File: config.mk
export PLATFORM = sky130hd
export DESIGN_NAME = cht_fifo
export DESIGN_NICKNAME = d
export VERILOG_FILES = /design/src/hdl/cht_pkg.sv /design/src/hdl/cht_fifo.sv
export SDC_FILE = /design/constraint.sdc
export NUM_CORES = 1
export LEC_CHECK = 0
export BUFFER_PORTS_ARGS = -buffer_cell sky130_fd_sc_hd__buf_2
export CAP_MARGIN = 0
export CORE_MARGIN = 3
export CORE_UTILIZATION = 45
export DETAILED_ROUTE_END_ITERATION = 10
export MAX_ROUTING_LAYER = met4
export PLACE_DENSITY = 0.65
export RECOVER_POWER = 25
export SLEW_MARGIN = 30
export SYNTH_ARGS = -nofsm -noshare
export SYNTH_HDL_FRONTEND = slang
export SYNTH_SLANG_ARGS = --single-unit
File: constraint.sdc
create_clock -name clk -period 1.75 [get_ports clk]
set_input_delay 0.175 -clock clk [delete_from_list [all_inputs] [get_ports clk]]
set_output_delay 0.175 -clock clk [all_outputs]
set_load 0.01 [all_outputs]
File: src/hdl/cht_pkg.sv
`timescale 1ns / 1ps
// ----------------------------------------------------------------------------
// cht_pkg
// Shared types and constants for the chained hash table.
// ----------------------------------------------------------------------------
package cht_pkg;

    localparam int REQ_W    = 2;
    localparam int ID_W     = 24;
    localparam int CODE_W   = 16;
    localparam int WT_W     = 20;
    localparam int STATUS_W = 3;

    localparam int DEF_BUCKETS = 16;
    localparam int DEF_ENTRIES = 64;

    // hash word id*7+3, padded to whole digits of the remainder unit
    localparam int DIG_W      = 4;
    localparam int HASH_W     = 28;
    localparam int HASH_STEPS = HASH_W / DIG_W;
    localparam int STEP_W     = $clog2(HASH_STEPS);

    localparam int QUEUE_DEPTH = 4;

    localparam logic [REQ_W-1:0] REQ_INSERT = 2'd0;
    localparam logic [REQ_W-1:0] REQ_SEARCH = 2'd1;
    localparam logic [REQ_W-1:0] REQ_DELETE = 2'd2;

    typedef enum logic [STATUS_W-1:0] {
        ST_INSERTED = 3'd0,
        ST_FOUND    = 3'd1,
        ST_MISS     = 3'd2,
        ST_DELETED  = 3'd3,
        ST_FULL     = 3'd4
    } status_t;

    typedef struct packed {
        logic [REQ_W-1:0]  req_type;
        logic [ID_W-1:0]   package_id;
        logic [CODE_W-1:0] sender_code;
        logic [CODE_W-1:0] destination_code;
        logic [WT_W-1:0]   weight_centi;
    } req_t;

    localparam int REQ_BITS = $bits(req_t);

endpackage

File: src/hdl/cht_fifo.sv
`timescale 1ns / 1ps
// ----------------------------------------------------------------------------
// cht_fifo
// Short register queue between the front and back parts.
// ----------------------------------------------------------------------------
module cht_fifo #(
    parameter int WIDTH = 8,
    parameter int DEPTH = cht_pkg::QUEUE_DEPTH
) (
    input  logic             clk,
    input  logic             rst_n,
    input  logic             wr_en,
    input  logic [WIDTH-1:0] wr_data,
    output logic             full,
    input  logic             rd_en,
    output logic             valid,
    output logic [WIDTH-1:0] rd_data
);

    localparam int AW = $clog2(DEPTH);

    logic [WIDTH-1:0] mem [DEPTH];
    logic [AW-1:0]    wr_ptr_reg, wr_ptr_next;
    logic [AW-1:0]    rd_ptr_reg, rd_ptr_next;
    logic [AW:0]      count_reg, count_next;

    assign full    = (count_reg == (AW+1)'(DEPTH));
    assign valid   = (count_reg != '0);
    assign rd_data = mem[rd_ptr_reg];

    always_comb
    begin
        wr_ptr_next = wr_ptr_reg;
        rd_ptr_next = rd_ptr_reg;
        count_next  = count_reg;
        if (wr_en)
        begin
            wr_ptr_next = (wr_ptr_reg == AW'(DEPTH-1)) ? '0 : wr_ptr_reg + 1'b1;
        end
        if (rd_en)
        begin
            rd_ptr_next = (rd_ptr_reg == AW'(DEPTH-1)) ? '0 : rd_ptr_reg + 1'b1;
        end
        if (wr_en && !rd_en)
        begin
            count_next = count_reg + 1'b1;
        end
        else if (rd_en && !wr_en)
        begin
            count_next = count_reg - 1'b1;
        end
    end

    always_ff @(posedge clk)
    begin
        if (wr_en)
        begin
            mem[wr_ptr_reg] <= wr_data;
        end
    end

    always_ff @(posedge clk or negedge rst_n)
    begin
        if (!rst_n)
        begin
            wr_ptr_reg <= '0;
            rd_ptr_reg <= '0;
            count_reg  <= '0;
        end
        else
        begin
            wr_ptr_reg <= wr_ptr_next;
            rd_ptr_reg <= rd_ptr_next;
            count_reg  <= count_next;
        end
    end

endmodule

==> flow_metrics.tcl <==
set metrics [dict create \
    die_h_um 65.1 \
    min_period_ps 1710 \
    drt-wirelength-per-cell_um 15.6 \
    yosys.area_share.adder_pct 6.05 \
    cts_made_buffers 5 \
    muxShareOfSynthArea_pct 13.6 \
    grt_antenna_before_repair 0 \
    synth_compound_area_share_pct 0.637 \
    max_freq_mhz 586 \
    die_area_um2 4240 \
    synth_top_area_share_pct 61.1 \
    cts.sinks 39 \
    drcViolationCount 0 \
    cp-end-kind "output port" \
    first_pass_iters 4 \
    hold_path.class "in2reg" \
    grt_pass1_wl_um 4110 \
    ys.flop_type "edfxtp_1" \
    final_util_pct 58.0 \
    synth_async_sr_flop_share_pct 17.9 \
    stdcell_area_um2 1840 \
    synth_top_family_by_area "multiplexers" \
    synth_cells 79 \
    htree_levels 2 \
    slew_viol_final 0 \
    place_congestion 0.730 \
    ys_warn_count 0 \
    hpwl_um 1620 \
    viasPerCell 5.05 \
    initial_core_util_pct 49.4 \
    setup_viol 0 \
    clk_pin_slew_worst_paths_ps 110 \
    drive_above_1_share_pct 33.0 \
    ys_seq_area_share_pct 72.3 \
    status "complete, no violations" \
    whs_path_depth 1 \
    synth-edff-count 32 \
    postCtsSetupBuffers 0 \
    leakage_nw 0.684 \
    synthTopCellsByArea "edfxtp_1 (61%), mux4_2 (11%), dfrtp_1 (11%)" \
    port-buffer-count 21 \
    crit_arrival_ps 1530 \
    pin_count 22 \
    die_w_um 65.1 \
    synthesis.nets 98 \
    r2r_cells 3 \
    clock-root-buffer "clkbuf_4" \
    largest_reg_flops 32 \
    yosysMostFrequentCell "edfxtp_1" \
    routed_wl_um 2380 \
    route.vias.total 772 \
    regToRegStartpoint "wr_ptr_reg[0]" \
    finalCritPeriodShare_pct 97.6 \
    grt_max_degree 13 \
    cts_tree "done" \
    track_usage_pct 14.3 \
    yosysUniqueCellTypes 18 \
    synth_area_leader_cell "edfxtp_1" \
    cap_violations 0 \
    num_rows 20 \
    cp_max_fo 6 \
    drt_iter0_markers 13 \
    synth_seq_cells 39 \
    slew_headroom_pct 69.1 \
    rrSetupSlack_ps 320 \
    tightest_slew_ps 464 \
    grt.overflow.total 0 \
    crit_required_ps 1570 \
    coreArea_um2 3180 \
    antenna_left 0 \
    antenna_cells 0 \
    ir_worst_vdd_mv 0.732 \
    p_per_area_nw_per_um2 1570 \
    placed_cells 144 \
    dpl-instance-area_um2 1730 \
    synth_area_per_cell_um2 19.9 \
    fin_nets 127 \
    synth-simple-area-share_pct 3.50 \
    syn2layout_area_growth_pct 17.2 \
    clockBufferDepth 2 \
    grt_pass1_vias 836 \
    skew_ps 5.42 \
    grt_setup_unrepaired "yes" \
    critPathKind "reg2out" \
    worst_setup_path_start_kind "register" \
    clk_latency_ps 340 \
    ys_top_cells_by_count "edfxtp_1 (32), mux4_2 (8), dfrtp_1 (7), ha_1 (6), inv_1 (5)" \
    netlist_area_um2 1570 \
    synth-xor-area-share_pct 1.67 \
    worstHoldStart "wr_data[0]" \
    final-hold-violation-count 0 \
    holdPathEnd "mem[3][0]" \
    fin_cells 153 \
    r2r-end "mem[0][6]" \
]
==> per-layer routing <==
metal	global-route usage (%)	wire length [um]
met1	16.4	951
met2	22.0	1230
met3	6.15	142
met4	6.22	54
met5	-	0
==> final cells by class <==
type / instances / area [um2]
clock buffer: 6 / 51.3
clock inverter: 2 / 35.0
fill: 269 / 1340
inverter: 5 / 18.8
multi-input combinational: 33 / 400
sequential: 39 / 1140
tap: 44 / 55.1
timing repair buffer: 24 / 145
==> placed cells by master, fill, tap and decap left out <==
| cell type | instances |
|---|---|
| o21ai_0 | 2 |
| mux4_2 | 8 |
| buf_6 | 4 |
| mux2_2 | 3 |
| inv_1 | 5 |
| edfxtp_1 | 32 |
| nand3_1 | 1 |
| clkinv_2 | 1 |
| clkbuf_8 | 1 |
| clkbuf_4 | 5 |
| dlygate4sd3_1 | 1 |
| or3_1 | 1 |
| ha_1 | 6 |
| bufinv_16 | 1 |
| dfrtp_1 | 7 |
| xor2_1 | 2 |
| nor2_1 | 2 |
| nor3b_1 | 1 |
| buf_4 | 1 |
| fa_1 | 1 |
| buf_2 | 12 |
| nand2_1 | 1 |
| xnor2_1 | 1 |
| clkbuf_1 | 6 |
| and2_1 | 4 |
==> worst max-delay path by stage <==
stage / start / to / slack, ps
floorplan: count_reg[0] / count_reg[2] / 460
global placement: wr_ptr_reg[0] / mem[2][7] / 330
detailed placement: wr_ptr_reg[0] / mem[0][4] / 280
CTS: rd_ptr_reg[0] / rd_data[6] / 10
global route: rd_ptr_reg[0] / rd_data[3] / -50
finish: rd_ptr_reg[0] / rd_data[6] / 40
==> what timing repair did <==
| action | in CTS | in global routing |
|---|---|---|
| gates cloned | 0 | 0 |
| hold endpoints to repair | 7 | 0 |
| resized for setup | 1 | 3 |
| setup endpoints to repair | 3 | 8 |
| hold buffers | 1 | 0 |
==> worst max-delay path, cell delays in order, from the launching register on <==
cell and delay (ps):
dfrtp_1 380, buf_6 150, mux4_2 520, buf_6 140
==> where the power goes <==
part	switching, mW	internal [mW]
clock	0.284	0.338
sequential	0.136	1.22
combinational	0.406	0.503
==> per-stage QoR <==
stage	TNS, ps	power [mW]	worst slack [ps]	hold slack [ps]
global route	-297	3.08	-51.2	25.0
global placement	0	2.21	334	13.6
CTS	0	2.88	12.7	24.5
finish	0	2.89	42.6	47.6
floorplan	0	1.95	459	-121
detailed placement	0	2.24	279	15.2
==> kinds of logic after synthesis <==
group | after synthesis
compound gates | 2
fa+ha+maj | 7
simple gates | 10
flops | 39
buf+inv | 7
mux | 11
xor+xnor | 3
(Power assumes the default switching activity.)
