===== src/hdl/cht_pkg.sv =====
`timescale 1ns / 1ps
// ----------------------------------------------------------------------------
// cht_pkg
// Shared types and constants for the chained hash table.
// ----------------------------------------------------------------------------
package cht_pkg;

    localparam int REQ_W    = 2;
    localparam int ID_W     = 24;
    localparam int CODE_W   = 16;
    localparam int WT_W     = 20;
    localparam int STATUS_W = 3;

    localparam int DEF_BUCKETS = 16;
    localparam int DEF_ENTRIES = 64;

    // hash word id*7+3, padded to whole digits of the remainder unit
    localparam int DIG_W      = 4;
    localparam int HASH_W     = 28;
    localparam int HASH_STEPS = HASH_W / DIG_W;
    localparam int STEP_W     = $clog2(HASH_STEPS);

    localparam int QUEUE_DEPTH = 4;

    localparam logic [REQ_W-1:0] REQ_INSERT = 2'd0;
    localparam logic [REQ_W-1:0] REQ_SEARCH = 2'd1;
    localparam logic [REQ_W-1:0] REQ_DELETE = 2'd2;

    typedef enum logic [STATUS_W-1:0] {
        ST_INSERTED = 3'd0,
        ST_FOUND    = 3'd1,
        ST_MISS     = 3'd2,
        ST_DELETED  = 3'd3,
        ST_FULL     = 3'd4
    } status_t;

    typedef struct packed {
        logic [REQ_W-1:0]  req_type;
        logic [ID_W-1:0]   package_id;
        logic [CODE_W-1:0] sender_code;
        logic [CODE_W-1:0] destination_code;
        logic [WT_W-1:0]   weight_centi;
    } req_t;

    localparam int REQ_BITS = $bits(req_t);

endpackage


===== src/hdl/cht_front.sv =====
`timescale 1ns / 1ps
// ----------------------------------------------------------------------------
// cht_front
// Takes requests, hashes the id to a bucket and hands them to the queue.
// ----------------------------------------------------------------------------
module cht_front #(
    parameter int BUCKETS = cht_pkg::DEF_BUCKETS
) (
    input  logic                                    clk,
    input  logic                                    rst_n,
    input  logic                                    push,
    output logic                                    full,
    input  cht_pkg::req_t                           req_in,
    output logic                                    q_wr,
    output logic [cht_pkg::REQ_BITS+$clog2(BUCKETS)-1:0] q_data,
    input  logic                                    q_full
);

    localparam int  BKT_W = $clog2(BUCKETS);
    localparam bit  POW2  = ((BUCKETS & (BUCKETS - 1)) == 0);

    logic                          stg_valid_reg, stg_valid_next;
    logic                          busy_reg, busy_next;
    cht_pkg::req_t                 item_reg, item_next;
    logic [cht_pkg::HASH_W-1:0]    hash_reg, hash_next;
    logic [BKT_W-1:0]              rem_reg, rem_next;
    logic [cht_pkg::STEP_W-1:0]    step_reg, step_next;
    logic [cht_pkg::HASH_W-1:0]    hash_in;
    logic [BKT_W-1:0]              rem_step;
    logic [BKT_W:0]                trial;
    logic                          accept;

    // id*7 + 3
    assign hash_in = (cht_pkg::HASH_W'(req_in.package_id) << 3)
                   - cht_pkg::HASH_W'(req_in.package_id) + cht_pkg::HASH_W'(3);

    assign q_wr   = stg_valid_reg && !busy_reg && !q_full;
    assign full   = stg_valid_reg && !q_wr;
    assign accept = push && !full;
    assign q_data = {item_reg, rem_reg};

    // one digit of restoring remainder per pass, four bits per cycle
    always_comb
    begin
        rem_step = rem_reg;
        trial    = '0;
        for (int i = 0; i < cht_pkg::DIG_W; i++)
        begin
            trial = {rem_step, hash_reg[cht_pkg::HASH_W-1-i]};
            if (trial >= (BKT_W+1)'(BUCKETS))
            begin
                trial = trial - (BKT_W+1)'(BUCKETS);
            end
            rem_step = trial[BKT_W-1:0];
        end
    end

    always_comb
    begin
        stg_valid_next = stg_valid_reg;
        busy_next      = busy_reg;
        item_next      = item_reg;
        hash_next      = hash_reg;
        rem_next       = rem_reg;
        step_next      = step_reg;
        if (q_wr)
        begin
            stg_valid_next = 1'b0;
        end
        if (busy_reg)
        begin
            hash_next = hash_reg << cht_pkg::DIG_W;
            rem_next  = rem_step;
            step_next = step_reg + 1'b1;
            if (step_reg == cht_pkg::STEP_W'(cht_pkg::HASH_STEPS-1))
            begin
                busy_next = 1'b0;
            end
        end
        if (accept)
        begin
            stg_valid_next = 1'b1;
            item_next      = req_in;
            hash_next      = hash_in;
            step_next      = '0;
            if (POW2)
            begin
                rem_next  = hash_in[BKT_W-1:0];
                busy_next = 1'b0;
            end
            else
            begin
                rem_next  = '0;
                busy_next = 1'b1;
            end
        end
    end

    always_ff @(posedge clk)
    begin
        item_reg <= item_next;
        hash_reg <= hash_next;
        rem_reg  <= rem_next;
        step_reg <= step_next;
    end

    always_ff @(posedge clk or negedge rst_n)
    begin
        if (!rst_n)
        begin
            stg_valid_reg <= 1'b0;
            busy_reg      <= 1'b0;
        end
        else
        begin
            stg_valid_reg <= stg_valid_next;
            busy_reg      <= busy_next;
        end
    end

endmodule


===== config.mk =====
export PLATFORM = sky130hd
export DESIGN_NAME = cht_front
export DESIGN_NICKNAME = d
export VERILOG_FILES = /design/src/hdl/cht_pkg.sv /design/src/hdl/cht_front.sv
export SDC_FILE = /design/constraint.sdc
export NUM_CORES = 1
export LEC_CHECK = 0
export ABC_AREA = 1
export ABC_CLOCK_PERIOD_IN_PS = 3100
export BUFFER_PORTS_ARGS = -buffer_cell sky130_fd_sc_hd__buf_2
export CORE_UTILIZATION = 52
export CTS_BUF_LIST = sky130_fd_sc_hd__clkbuf_16
export DETAILED_ROUTE_END_ITERATION = 12
export PLACE_DENSITY_LB_ADDON = 0.1
export SYNTH_ARGS = -nofsm -noshare
export SYNTH_HDL_FRONTEND = slang
export SYNTH_SLANG_ARGS = --single-unit
export TNS_END_PERCENT = 30

===== constraint.sdc =====
create_clock -name clk -period 3.1 [get_ports clk]
set_clock_uncertainty 0.05 [all_clocks]
set_input_delay 0.62 -clock clk [delete_from_list [all_inputs] [get_ports clk]]
set_output_delay 0.62 -clock clk [all_outputs]
set_load 0.03 [all_outputs]

==> flow_summary.toml, run 1 <==
[outcome]
status = "complete, no violations"

[clocking]
clock_sinks = 115
cts_inserted_buffers = 17
htreeDepth = 4
cts_setup_buffers = 0
clock_latency_ns = 0.41
clkSlewWorstSetupHoldPaths_ns = 0.06
ctsLongestPathBuffers = 2
clockRootBuffer = "clkbuf_16"
cts_tree = "built"

[synthesis]
synth.net_count = 717
ys_seq_area_share_pct = 59.4
yosys.area.top_type_share_pct = 57.5
syn_area_per_cell_sq_um = 9.41
netlist_area_sq_um = 5750
synth_most_common_cell = "nand2_1"
synth_edf_count = 110
synth-main-ff-cell = "edfxtp_1"
synth_cell_types = 30
synthCells = 611
async_flop_share_pct = 1.74
synth.area.top_cells = "edfxtp_1, nand2_1, inv_1, ha_1, nand3_1"
yosys.area.top_type = "edfxtp_1"
synth_common_cells = "nand2_1, edfxtp_1, inv_1, nor2_1, nand3_1"
yosysWarnings = 0
synth-seq-cells = 115

[grt]
grt_pass1_wl_um = 21400
overflow = 0
grt_usage_pct = 25.1
antenna_found_initial = 0
grt_pass1_vias = 4443
grt_max_degree = 65

[route]
dr.pass1.iters = 5
drt-met1-wl_um = 6150
via_per_inst = 4.90
wire_per_inst_um = 14.5
route.vias.total = 4633
wl_um = 13800
topRoutingLayerUsed = "met4"
wl_met2_um = 6520
met3WireLength_um = 789
drtAntennaViolNets = 0
drc = 0
drtIter0Drc = 321

[min_path]
hp-class = "in -> reg"
whs_path_depth = 1

[critical_path]
crit_chain = "nor3_2, nor2_2, inv_2, nand2_4, inv_4, buf_4, nand3_1, nand2_1"
start_kind = "flop"
rrSetupSlack_ns = 0.93
path_max_fanout = 49
cp.required_ns = 3.33
crit_path_max_incr_delay_ns = 0.43
rr_worst_depth = 8
critPathKind = "reg -> reg"
critical_path.slowest_cell = "dfrtp_1"
crit_arrival_ns = 2.40
critPathCaptureType = "flop"

[sta]
layout_min_cycle_time_ns = 2.17
whs_ns = 0.329
fmax_ghz = 0.461
relSlewSlack_pct = 64.5
period_share_pct = 70.0
worst_slew_pin_slew_ns = 0.533
tns_ns = 0
hold_violations = 0
slew_viol_final = 0
rsz0062_at_grt = "no"
setup_viol = 0

[final_layout]
largest_reg_flops = 78
diodes = 0
drive_above_1_share_pct = 26.8
final_nets = 899
areaGrowthSynthToFinish_pct = 28.2

[pwr]
p_leak_nw = 3.60
power.density_nw_per_um2 = 790
ir_drop_mv = 0.553

[floorplan]
die_h_um = 107
die_w_um = 107
ioPinCount = 166
start_util_pct = 53.2
dieArea_sq_um = 11500
core_sq_um = 10800
rows = 38

[placement]
gp_congestion = 0.938
hpwl_um = 10400
port_buffers = 165

[job]
cap_violations = 0
-- layout by cell type (no fill, tap or decap), drive strengths merged, types with 2 or more instances in the layout --
cell type and n:
nand3 33, ha 23, buf 168, xnor2 7
or2 3, dfrtp 2, inv 116, nand3b 2
dfxtp 3, clkinv 6, and2 2, clkbuf 17
nor3 3, nand4 6, bufinv 4, nor2 42
a21oi 12, edfxtp 110, nand2 222, o21ai 20
-- routing by layer --
layer | vias up | track usage [%]
met5 | - | 0
li1 | 2334 | -
met1 | 2122 | 32.1
met2 | 153 | 41.5
met4 | 0 | 9.78
met3 | 24 | 5.53
-- stage by stage --
step | util, % | setup slack [ns] | std cells | power (mW) | instance area, sq um
finish | 68.2 | 0.930 | 946 | 5.82 | 7370
global route | 68.2 | 0.710 | 946 | 6.07 | 7370
CTS | 68.2 | 0.919 | 946 | 5.86 | 7370
detailed placement | 62.3 | 0.555 | 913 | 3.76 | 6730
global placement | 62.3 | 0.551 | 913 | 3.73 | 6730
floorplan | - | 0.203 | 611 | 3.31 | 5750
-- worst paths after layout --
| path | endpoint | start |
|---|---|---|
| max | hash_reg[11] | busy_reg |
| min | q_data[28] | req_in[24] |
| max reg2reg | hash_reg[11] | busy_reg |
| min reg2reg | busy_reg | step_reg[2] |
| max in group asynchronous | stg_valid_reg | rst_n |
| min in group asynchronous | busy_reg | rst_n |
-- cell type report --
type	count	area, sq um
clock inverters	15	203
multi-input cells	379	1860
inverters	111	419
fillers	857	3430
flip-flops and latches	115	3410
clock buffers	17	425
repair buffers	169	871
well taps	140	175
-- where the power goes --
| group | internal [mW] | total (mW) | switching, mW |
|---|---|---|---|
| registers | 2.16 | 2.24 | 0.0797 |
| logic | 0.394 | 1.49 | 1.10 |
| clock network | 1.35 | 2.09 | 0.736 |
-- critical path, delay by kind of cell, from the launching register on --
family	cells	cell delay [ns]
simple gates	5	0.87
flops	1	0.43
buf+inv	3	0.64
-- cell families after synthesis --
group,after synthesis,synth area share (%)
and+or+nand+nor,314,22.6
DFF,115,59.4
AOI/OAI and AO/OA,33,3.18
buffers and inverters,117,8.25
xor gates and xnor gates,8,1.22
adders and majority gates,24,5.36
-- what timing repair did --
item / CTS / global route
hold buffers: 1 / 0
endpoints found under the hold margin: 2 / 0
resized for setup: 0 / 0
Note: power is estimated with default switching activity, not from simulation.
==> run 2: changes to the inputs <==
--- a/config.mk
+++ b/config.mk
@@ -6,9 +6,9 @@
 export NUM_CORES = 1
 export LEC_CHECK = 0
 export ABC_AREA = 1
-export ABC_CLOCK_PERIOD_IN_PS = 3100
+export ABC_CLOCK_PERIOD_IN_PS = 1800
 export BUFFER_PORTS_ARGS = -buffer_cell sky130_fd_sc_hd__buf_2
-export CORE_UTILIZATION = 52
+export CORE_UTILIZATION = 47
 export CTS_BUF_LIST = sky130_fd_sc_hd__clkbuf_16
 export DETAILED_ROUTE_END_ITERATION = 12
 export PLACE_DENSITY_LB_ADDON = 0.1
==> constraint.sdc (replaced) <==
create_clock -name clk -period 1.8 [get_ports clk]
set_clock_uncertainty 0.05 [all_clocks]
set_input_delay 0.36 -clock clk [delete_from_list [all_inputs] [get_ports clk]]
set_output_delay 0.36 -clock clk [all_outputs]
set_load 0.03 [all_outputs]
==> flow_summary.toml, run 2 (synthesis gave the netlist of run 1 again) <==
[clocking]
cts_setup_buffers = 0
ctsLongestPathBuffers = 2
clockRootBuffer = "clkbuf_16"
clkSlewWorstSetupHoldPaths_ns = 0.05
clock_latency_ns = 0.41
cts_inserted_buffers = 17
clock_sinks = 115
cts_tree = "built"
htreeDepth = 4

[final_layout]
final_cell_mix = "nand2_1, buf_2, inv_1, edfxtp_1, buf_4"
areaGrowthSynthToFinish_pct = 36.7
final_cells = 1000
diodes = 0
final_nets = 948
largest_reg_flops = 78
layout_commonest_cell = "nand2_1"
drive_above_1_share_pct = 32.9

[floorplan]
core_sq_um = 12000
rows = 40
dieArea_sq_um = 12700
die_w_um = 113
die_h_um = 113
start_util_pct = 48.0
ioPinCount = 166

[placement]
hpwl_um = 10800
gp_congestion = 0.831
placedCellCount = 969
port_buffers = 165

[route]
drtIter0Drc = 282
wire_per_inst_um = 14.2
via_per_inst = 4.76
drtAntennaViolNets = 0
drc = 0
route.vias.total = 4757
wl_um = 14200
dr.pass1.iters = 5

[grt]
grt_max_degree = 45
overflow = 0
grt_usage_pct = 23.3
grt_pass1_vias = 4528
antenna_found_initial = 0
grt_pass1_wl_um = 22100

[critical_path]
crit_buf_inv = 1
critical_path.slowest_cell = "dfrtp_1"
path_depth = 2
cp.required_ns = 1.39
critPathKind = "reg -> out"
r2r_end = "q_data[36]"
rr_worst_depth = 6
crit_start = "busy_reg"
cp_top_family = "flip-flops"
rrSetupSlack_ns = 0.13
path_max_fanout = 4
crit_chain = "nor3_4, buf_2"
crit_path_max_incr_delay_ns = 0.43
crit_arrival_ns = 1.31
start_kind = "flop"
worstReg2RegStart = "busy_reg"
critPathCaptureType = "primary output"
crit_path_end = "q_wr"

[job]
cap_violations = 0

[sta]
relSlewSlack_pct = 77.8
layout_min_cycle_time_ns = 1.72
whs_ns = 0.0682
setup_viol = 0
hold_violations = 0
period_share_pct = 95.8
tns_ns = 0
worst_slew_pin_slew_ns = 0.334
rsz0062_at_grt = "yes"
fmax_ghz = 0.580
slew_viol_final = 0

[outcome]
status = "complete, no violations"

[pwr]
ir_drop_mv = 0.914
power.density_nw_per_um2 = 1290
p_leak_nw = 3.83

[min_path]
hp-class = "in -> reg"
[run 2: cell types whose count changed in the layout (fill, tap and decap cells not counted), sizes merged]
cell and delta:
clkinvlp +1, inv -3, buf +49
[run 2: cell type report]
cell class | instances | area, sq um
fillers | 974 | 4110
multi-input cells | 379 | 1990
clock buffers | 17 | 425
clock inverters | 13 | 168
flip-flops and latches | 115 | 3410
well taps | 147 | 184
inverters | 111 | 419
repair buffers | 218 | 1250
[run 2: per-stage QoR]
step | utilization, % | total power, mW | instance area, sq um | setup slack, ns
after floorplan | - | 5.76 | 5790 | -0.0864
after global placement | 59.7 | 6.63 | 7140 | -0.465
after detailed placement | 59.7 | 6.66 | 7140 | -0.412
after CTS | 64.8 | 10.1 | 7750 | 0.0189
after global routing | 65.7 | 10.5 | 7850 | -0.0357
final | 65.7 | 10.1 | 7850 | 0.0762
[run 2: timing repair]
item | CTS | global route
endpoints found under the hold margin | 2 | 0
hold buffers | 1 | 0
setup endpoints to repair | 0 | 16
gates resized for setup | 0 | 21
[run 2: worst min-delay path by stage]
stage,cells past startpoint,end,startpoint,slack (ns)
finish,1,q_data[44],req_in[40],0.07
floorplan,0,busy_reg,rst_n,0.01
detailed placement,1,stg_valid_reg,rst_n,0.1
CTS,1,q_data[44],req_in[40],0.06
global placement,1,stg_valid_reg,rst_n,0.1
global route,1,q_data[39],req_in[35],0.05
[run 2: report_power, final]
part	total (mW)	switching (mW)	internal (mW)
clock	3.46	1.18	2.27
sequential	3.85	0.133	3.71
combinational	2.79	1.94	0.855
[run 2: worst register-to-register path, delay by kind of cell, from the launching register on]
family	cells	cell delay, ns
AND/OR/NAND/NOR	3	0.37
buffers and inverters	3	0.49
flip-flops	1	0.43
[run 2: per-layer routing]
| layer | track usage [%] | up-vias | share of wire (%) |
|---|---|---|---|
| met1 | 28.3 | 2136 | 44 |
| met5 | 0 | - | 0 |
| met2 | 39.6 | 176 | 48 |
| met4 | 10.2 | 0 | 2.0 |
| met3 | 5.29 | 28 | 6.3 |
| li1 | - | 2417 | - |
==> run 3: changes to the inputs <==
--- a/config.mk
+++ b/config.mk
@@ -8,6 +8,7 @@
 export ABC_AREA = 1
 export ABC_CLOCK_PERIOD_IN_PS = 1800
 export BUFFER_PORTS_ARGS = -buffer_cell sky130_fd_sc_hd__buf_2
+export CORE_MARGIN = 3
 export CORE_UTILIZATION = 47
 export CTS_BUF_LIST = sky130_fd_sc_hd__clkbuf_16
 export DETAILED_ROUTE_END_ITERATION = 12
==> flow_summary.toml, run 3 (synthesis gave the netlist of run 1 again) <==
[outcome]
status = "complete, no violations"

[grt]
overflow = 0
grt_pass1_vias = 4722
grt_pass1_wl_um = 22700
grt_usage_pct = 22.4
antenna_found_initial = 0
grt_max_degree = 46

[critical_path]
rrSetupSlack_ns = 0.12
crit_arrival_ns = 1.86
path_depth = 12
rr_worst_depth = 7
crit_buf_inv = 3
worstReg2RegStart = "busy_reg"
cp_top_family = "simple AND/OR/NAND/NOR gates"
cp_common_cell = "nand2_1"
crit_start = "req_in[69]"
critical_path.slowest_cell = "ha_2"
crit_path_end = "hash_reg[21]"
start_kind = "primary input"
crit_chain = "buf_2, inv_1, ha_2, nand2_1, inv_1, nand2_1, nor2_2, nand3b_1, nand3_1, nand2_1, nand3_1, nand2_1"
r2r_end = "hash_reg[18]"
cp.required_ns = 1.91
path_max_fanout = 4
critPathCaptureType = "flop"
critPathKind = "in -> reg"
crit_path_max_incr_delay_ns = 0.39

[final_layout]
diodes = 0
fillCellCount = 950
largest_reg_flops = 78
drive_above_1_share_pct = 32.5
design_area_sq_um = 7800
areaGrowthSynthToFinish_pct = 35.8
layout_commonest_cell = "nand2_1"
final_nets = 945
final_cell_mix = "nand2_1, buf_2, inv_1"

[sta]
hold_violations = 0
layout_min_cycle_time_ns = 1.75
period_share_pct = 97.1
whs_ns = 0.0691
slew_viol_final = 0
rsz0062_at_grt = "yes"
relSlewSlack_pct = 80.7
setup_viol = 0
fmax_ghz = 0.572
worst_slew_pin_slew_ns = 0.288

[floorplan]
core_sq_um = 11700
ioPinCount = 166
rows = 39
dieArea_sq_um = 13600
die_h_um = 117
start_util_pct = 49.3
die_w_um = 117

[placement]
hpwl_um = 11500
port_buffers = 165
gp_congestion = 0.912
placed_area_sq_um = 7120

[clocking]
cts_inserted_buffers = 17
clock_latency_ns = 0.41
htreeDepth = 4
cts_tree = "built"
ctsLongestPathBuffers = 2
clkSlewWorstSetupHoldPaths_ns = 0.06
clockRootBuffer = "clkbuf_16"
clock_sinks = 115
cts_setup_buffers = 0

[route]
via_per_inst = 4.70
wire_per_inst_um = 14.7
wl_um = 14600
dr.pass1.iters = 5
drtIter0Drc = 297
route.vias.total = 4676
drc = 0
drtAntennaViolNets = 0

[pwr]
clock_power_share_pct = 32.2
seq_power_share_pct = 38.7
switching_share_pct = 33.1
power.density_nw_per_um2 = 1270
p_leak_nw = 3.82
power_switching_mw = 3.28
ir_drop_mv = 0.769
p_int_mw = 6.62
pwr-share-comb_pct = 29.0

[job]
cap_violations = 0

[min_path]
hp-class = "in -> reg"
-- run 3: changes by cell type in the layout (fill, tap and decap cells not counted), sizes merged --
cell	before	now
bufinv	4	2
clkinv	6	7
clkinvlp	1	3
clkbuf	17	18
inv	113	114
buf	217	213
-- run 3: metrics by stage --
step                      setup TNS [ns]  instances  total power [mW]  util (%)  setup slack (ns)
after floorplan                    -9.51        611              5.76         -           -0.0864
after global placement             -6.02        961              6.66      61.1            -0.433
after detailed placement           -7.83        961              6.71      61.1            -0.441
after CTS                              0        994              9.93      66.1           0.00423
after global routing              -0.184        995              10.4      66.9           -0.0609
final                                  0        995              9.91      66.9            0.0520
-- run 3: what timing repair did --
action,in CTS,in global routing
pin swaps,0,1
cloned,0,1
gates resized for setup,1,21
hold buffers,1,0
setup endpoints to repair,1,68
endpoints found under the hold margin,2,0
-- run 3: worst min-delay path by stage --
stage               depth (start not counted)       endpoint       start
finish                                      1     q_data[47]  req_in[43]
global route                                1      q_data[9]   req_in[5]
CTS                                         1     q_data[12]   req_in[8]
detailed placement                          1  stg_valid_reg       rst_n
global placement                            1       busy_reg       rst_n
floorplan                                   0       busy_reg       rst_n
-- run 3: layer usage --
layer / GRT usage, % / part of all wire, % / up-vias
li1: - / - / 2425
met4: 10.9 / 2.2 / 0
met2: 38.3 / 50 / 144
met1: 26.6 / 42 / 2085
met5: 0 / 0 / -
met3: 5.18 / 5.9 / 22
-- run 3: final cells by class --
type | count | area (sq um) | area share [%]
tap | 143 | 179 | 2.29
inverter | 111 | 424 | 5.44
sequential | 115 | 3410 | 43.7
clock buffer | 17 | 425 | 5.45
clock inverter | 15 | 144 | 1.84
timing repair buffer | 215 | 1270 | 16.3
multi-input combinational | 379 | 1950 | 25.0
-- run 3: power by group through the flow --
stage / combinational (mW) / clock [mW] / sequential, mW
2_1_floorplan: 1.19 / 0 / 4.57
3_3_place_gp: 2.78 / 0 / 3.88
3_5_place_dp: 2.82 / 0 / 3.89
4_1_cts: 2.83 / 3.25 / 3.85
5_1_grt: 3.14 / 3.38 / 3.89
6_report: 2.88 / 3.19 / 3.84
